==> src/sv/smm_pkg.sv <==
// smm_pkg: shared types and constants of the segmented memory mapper
// used by smm_map_table, smm_phys_mem and segmented_memory_mapper
// no dependencies
`default_nettype none

package smm_pkg;

	// fixed geometry of the 16-bit logical address
	localparam int SLOTS         = 16;
	localparam int SLOT_W        = 4;
	localparam int OFFSET_W      = 12;
	localparam int SEGMENT_WORDS = 4096;
	localparam int WORD_W        = 16;
	localparam int BLOCK_W       = 4;
	localparam int MOD_W         = 2;
	localparam int SEG_W         = 4;
	localparam int COUNT_W       = 5;

	// modules addressable by the 2-bit module field, one count register each
	localparam int CFG_REGS    = 4;
	localparam int CFG_IDX_W   = 2;
	localparam int MAX_MODULES = 4;

	// parameter defaults
	localparam int NUM_BLOCKS_DEF          = 16;
	localparam int NUM_MODULES_DEF         = 4;
	localparam int SEGMENTS_PER_MODULE_DEF = 16;

	localparam logic [WORD_W-1:0] FAIL_WORD = 16'hdead;

	localparam logic [COUNT_W-1:0] SEG_COUNT_RST [CFG_REGS] =
		'{5'd2, 5'd8, 5'd8, 5'd0};

	typedef enum logic [1:0] {
		OP_READ   = 2'd0,
		OP_WRITE  = 2'd1,
		OP_MAP    = 2'd2,
		OP_REMOVE = 2'd3
	} op_t;

	typedef struct packed {
		op_t                 operation;
		logic [BLOCK_W-1:0]  block;
		logic [WORD_W-1:0]   address;
		logic [WORD_W-1:0]   write_data;
		logic [SLOT_W-1:0]   slot;
		logic [MOD_W-1:0]    module_req;
		logic [SEG_W-1:0]    segment;
		logic                user_mode;
	} req_t;

	typedef struct packed {
		logic [WORD_W-1:0] read_data;
		logic              status;
		logic              no_mem_interrupt;
	} rsp_t;

	// physical location named by a map entry
	typedef struct packed {
		logic [MOD_W-1:0] mod_idx;
		logic [SEG_W-1:0] seg_idx;
	} map_loc_t;

	typedef struct packed {
		logic     valid;
		map_loc_t loc;
	} map_entry_t;

	// update command for the map table
	typedef struct packed {
		logic                wr;
		logic                clr;
		logic [BLOCK_W-1:0]  block;
		logic [SLOT_W-1:0]   slot;
		logic                valid;
		map_loc_t            loc;
	} map_cmd_t;

endpackage

`default_nettype wire

==> src/sv/smm_map_table.sv <==
// smm_map_table: block/slot to physical segment map, registered read
// synchronous memory for locations, flip-flop valid bits, block 0 reset image
// depends on smm_pkg
`default_nettype none

module smm_map_table #(
	parameter int NUM_BLOCKS = smm_pkg::NUM_BLOCKS_DEF
) (
	input  wire logic                         clk,
	input  wire logic                         arst_n,
	input  wire logic                         rd_en,
	input  wire logic [smm_pkg::BLOCK_W-1:0]  rd_block,
	input  wire logic [smm_pkg::SLOT_W-1:0]   rd_slot,
	input  wire smm_pkg::map_cmd_t            cmd,
	output smm_pkg::map_entry_t               entry
);
	import smm_pkg::*;

	localparam int MAP_DEPTH = NUM_BLOCKS * SLOTS;
	localparam int MAP_AW    = $clog2(MAP_DEPTH);

	map_loc_t               mem [MAP_DEPTH];
	map_loc_t               mem_rd_q;
	logic [BLOCK_W-1:0]     rd_block_q;
	logic [SLOT_W-1:0]      rd_slot_q;
	logic [MAP_DEPTH-1:0]   valid_q;
	logic [SLOTS-1:0]       b0_written_q;
	logic [MAP_AW-1:0]      rd_idx;
	logic [MAP_AW-1:0]      rd_idx_q;
	logic [MAP_AW-1:0]      wr_idx;
	map_loc_t               b0_image;

	assign rd_idx   = MAP_AW'({rd_block, rd_slot});
	assign rd_idx_q = MAP_AW'({rd_block_q, rd_slot_q});
	assign wr_idx   = MAP_AW'({cmd.block, cmd.slot});

	always_ff @(posedge clk) begin
		if (cmd.wr) begin
			mem[wr_idx] <= cmd.loc;
		end
	end

	always_ff @(posedge clk) begin
		if (rd_en) begin
			mem_rd_q   <= mem[rd_idx];
			rd_block_q <= rd_block;
			rd_slot_q  <= rd_slot;
		end
	end

	// block 0 starts valid, all others invalid; remove-all spares block 0
	always_ff @(posedge clk or negedge arst_n) begin
		if (!arst_n) begin
			valid_q <= MAP_DEPTH'({SLOTS{1'b1}});
		end else if (cmd.clr) begin
			for (int i = SLOTS; i < MAP_DEPTH; i++) begin
				valid_q[i] <= 1'b0;
			end
		end else if (cmd.wr) begin
			valid_q[wr_idx] <= cmd.valid;
		end
	end

	// block 0 entries read as identity until written
	always_ff @(posedge clk or negedge arst_n) begin
		if (!arst_n) begin
			b0_written_q <= '0;
		end else if (cmd.wr && cmd.block == '0) begin
			b0_written_q[cmd.slot] <= 1'b1;
		end
	end

	always_comb begin
		b0_image.mod_idx = '0;
		b0_image.seg_idx = SEG_W'(rd_slot_q);
	end

	always_comb begin
		entry.valid = valid_q[rd_idx_q];
		if (rd_block_q == '0 && !b0_written_q[rd_slot_q]) begin
			entry.loc = b0_image;
		end else begin
			entry.loc = mem_rd_q;
		end
	end

endmodule

`default_nettype wire

==> config.mk <==
export PLATFORM = sky130hd
export DESIGN_NAME = smm_map_table
export DESIGN_NICKNAME = d
export VERILOG_FILES = /design/src/sv/smm_pkg.sv /design/src/sv/smm_map_table.sv
export SDC_FILE = /design/constraint.sdc
export NUM_CORES = 2
export LEC_CHECK = 0
export BUFFER_PORTS_ARGS = -buffer_cell sky130_fd_sc_hd__buf_4
export CELL_PAD_IN_SITES_DETAIL_PLACEMENT = 1
export CELL_PAD_IN_SITES_GLOBAL_PLACEMENT = 2
export CORE_MARGIN = 2
export CORE_UTILIZATION = 40
export DETAILED_ROUTE_END_ITERATION = 8
export PLACE_DENSITY_LB_ADDON = 0.1
export SLEW_MARGIN = 10
export SYNTH_ARGS = -nofsm -noshare
export SYNTH_HDL_FRONTEND = slang
export SYNTH_SLANG_ARGS = --single-unit
==> constraint.sdc <==
create_clock -name clk -period 7.81 [get_ports clk]
set_input_delay 0.781 -clock clk [delete_from_list [all_inputs] [get_ports clk]]
set_output_delay 0.781 -clock clk [all_outputs]
set_load 0.02 [all_outputs]
==> results.txt <==
----------------------------------------------------
[Pwr]
  Power per Cell Area ... 257 mW/mm²
  Worst voltage drop across the vdd grid ... 0.190 mV
  Total Power Consumption ... 0.0212 W
  Leak Pwr ... 26.3 nW

[Global route]
  Antenna violations before repair ... 10
  Number of global-route vias before repair ... 40400
  Overall track demand over capacity in global routing ... 23.9%
  Wire length of the first global-routing pass ... 316000 µm
  Maximum number of pins on one net before global-route repair ... 159
  Final global-route overflow total ... 0

[Min path]
  Class of the worst hold path ... in2reg

[Floorplanning]
  # IOs ... 35
  Height of the chip ... 431 µm
  Die ar. ... 0.186 mm²
  Initial Utilization ... 40.3%
  Std-Cell Rows ... 156
  Die X ... 431 µm
  Core Area ... 0.181 mm²

[Run]
  Number of max-cap violations ... 0

[Clock network]
  Count of hold buffers inserted by post-cts repair ... 1
  Worst-case clock buffer depth ... 3
  Number of buffers created by CTS ... 194
  Clock-pin slew of the registers on the worst-case setup and hold paths ... 0.06 ns
  Clock tree from TritonCTS ... yes
  Clock sinks ... 1822
  Clock Latency Late Sink ... 0.83 ns
  Post-CTS Setup Inserts ... 0
  Post-cts sizing count ... 0
  Maximum level of the CTS H-tree ... 4
  Master cell of the clock root buffer ... sky130_fd_sc_hd__clkbuf_16

[Timing]
  Number of max-slew violations in the final report ... 0
  Final Hold Vio Count ... 0
  Final worst path period need ... 6.01 ns
  Period Utilization, post-route ... 77.0%
  Worst rel slew slack ... 24.2%
  Worst slew pin tran ... 1.13 ns
  Setup violators final ... 0
  Clk_skew ... 0.0260 ns
  RSZ-0062 raised after global routing ... false
  Fmax ... 166 MHz
  Post-Route Setup TNS ... 0 ns

[Worst setup path]
  Critical path fanouts, max ... 15
  Nature of the critical path endpoint ... primary output
  CP arrival ... 5.23 ns
  CP Class ... reg2out
  Critical Path RT ... 7.03 ns
  Critical Path Source Type ... flop

[Synth]
  Share of the yosys chip area belonging to registers ... 73.1%
  Number of nets in the synthesized netlist ... 3942
  Async set or reset register ratio after synthesis ... 14.9%
  Instance count of the mapped netlist ... 3914
  Mapped Area ... 0.0730 mm²
  Warning count from the yosys run ... 0
  Dominant synthesized flop cell ... sky130_fd_sc_hd__edfxtp_1
  Yosys cell types ... 55
  Synth Area per Inst ... 18.7 µm²
  Synthesized flop and latch total ... 1822
  EDFF count, synth ... 1550

[Place]
  HPWL after detailed placement ... 135000 µm
  Number of port buffers ... 34
  Final weighted congestion in routability-driven placement ... 0.801

[Status]
  Outcome ... completed

[Layout]
  Area delta synth->final ... 12.9%
  Filler Cell Count ... 16800
  Share of post-route cells with drive strength above 1 ... 22.6%
  Final #Nets ... 3988

[Detailed routing]
  Number of iterations in the first detailed-routing pass ... 7
  Average routed wire per standard cell ... 33.9 µm
  DR vias ... 38400
  DRC violations left ... 0
  Remaining antenna violation count after routing ... 0
  Via/cell ratio ... 5.90
  Final wirelength ... 220000 µm
  Number of design-rule violations left by the first detailed-router iteration ... 3673

----------------------------------------------------
[report_power, final]
group | total (W) | switching (W) | internal (W)
Clock | 0.00948 | 0.00390 | 0.00558
Sequential | 0.0106 | 0.0000329 | 0.0106
Combinational | 0.00110 | 0.000757 | 0.000347
Total | 0.0212 | 0.00469 | 0.0165
[metrics by stage]
stage	hold WS (ns)	util, %	setup slack [ns]	instance area, µm²	std cells
after floorplan	0.434	-	4.66	73000	3914
after global placement	0.445	41.9	2.56	75900	6133
after detailed placement	0.458	41.9	2.67	75900	6133
after CTS	0.293	45.5	1.76	82500	6502
after global routing	0.316	45.5	1.68	82500	6503
final	0.377	45.5	1.80	82500	6504
[state kept, by name, indices dropped and copies added, names as in the netlist]
name,cells
b0_written_q,16
mem_rd_q,6
rd_block_q,4
valid_q,256
mem,1536
rd_slot_q,4
[worst paths after layout]
check                           cells past startpoint                        start  slack, ns                           to
worst max register to register                      6         mem[51][0]$_DFFE_PP_       4.66        mem_rd_q[0]$_DFFE_PP_
worst max-delay path                                7       rd_slot_q[0]$_DFFE_PP_       1.80                     entry[6]
max in group asynchronous                           3                       arst_n       5.76     valid_q[148]$_DFFE_PN0P_
min in group asynchronous                           2                       arst_n       0.56     valid_q[234]$_DFFE_PN0P_
worst min-delay path                                1                  rd_block[2]       0.38      rd_block_q[2]$_DFFE_PP_
worst min register to register                      1  b0_written_q[5]$_DFFE_PN0P_       0.47  b0_written_q[5]$_DFFE_PN0P_
[synthesized netlist by cell type (17+ instances only)]
cell type / n / share of area (%)
sky130_fd_sc_hd__o21ai_0: 28 / 0.19
sky130_fd_sc_hd__nand3_1: 39 / 0.27
sky130_fd_sc_hd__o32ai_1: 240 / 2.9
sky130_fd_sc_hd__o221ai_1: 20 / 0.24
sky130_fd_sc_hd__a22oi_1: 68 / 0.70
sky130_fd_sc_hd__mux4_2: 454 / 14
sky130_fd_sc_hd__nor2_1: 290 / 1.5
sky130_fd_sc_hd__nor3_1: 40 / 0.27
sky130_fd_sc_hd__inv_1: 245 / 1.3
sky130_fd_sc_hd__or2_2: 17 / 0.15
sky130_fd_sc_hd__dfrtp_1: 256 / 8.8
sky130_fd_sc_hd__nor2b_1: 24 / 0.21
sky130_fd_sc_hd__buf_1: 26 / 0.13
sky130_fd_sc_hd__mux2_2: 23 / 0.35
sky130_fd_sc_hd__mux2i_1: 92 / 1.3
sky130_fd_sc_hd__buf_2: 36 / 0.25
sky130_fd_sc_hd__buf_6: 18 / 0.28
sky130_fd_sc_hd__clkbuf_1: 162 / 0.83
sky130_fd_sc_hd__a21oi_1: 47 / 0.32
sky130_fd_sc_hd__buf_4: 26 / 0.27
sky130_fd_sc_hd__edfxtp_1: 1550 / 64
sky130_fd_sc_hd__nand2_1: 85 / 0.44
[critical path, cell delays in order (launching register included)]
cell and delay [ns]:
sky130_fd_sc_hd__edfxtp_1 0.93, sky130_fd_sc_hd__buf_4 0.44, sky130_fd_sc_hd__buf_4 0.40, sky130_fd_sc_hd__mux4_2 0.56, sky130_fd_sc_hd__mux4_2 0.50, sky130_fd_sc_hd__o21ai_0 0.59, sky130_fd_sc_hd__o221ai_1 0.62, sky130_fd_sc_hd__buf_4 0.34
[metal layers]
metal,GRT usage (%),wire [µm],share of wire (%)
met2,39.6,109000,50
met1,33.7,97100,44
met4,5.04,4090,1.9
met5,0,41,0.019
met3,3.36,9870,4.5
[cell type report]
cell class / count / area, µm² / area share, %
repair buffers: 118 / 1120 / 1.36
clock buffers: 271 / 5390 / 6.54
inverters: 246 / 926 / 1.12
diodes: 2 / 5.00 / 0.00607
well taps: 2370 / 2970 / 3.60
clock inverters: 97 / 1120 / 1.36
multi-input cells: 1578 / 17600 / 21.3
flip-flops and latches: 1822 / 53400 / 64.7
[logic make-up after synthesis]
group           count (synthesis)  synth area share (%)
simple gates                  530                  3.14
flops                        1822                  73.1
mux                           569                  15.6
buf+inv                       514                  3.02
compound gates                479                  5.13
[layout by cell type, fill, tap and decap left out, drive strengths merged, types with 16 or more instances in the layout]
cell type,count
edfxtp,1550
mux4,454
nor2,290
clkbuf,277
dfrtp,256
inv,253
o32ai,240
buf,111
mux2i,92
nand2,85
a22oi,68
clkinv,65
a21oi,47
nor3,40
nand3,39
o21ai,32
nor2b,24
mux2,23
bufinv,23
o221ai,20
or2,17
dfstp,16
(Power assumes the default switching activity.)
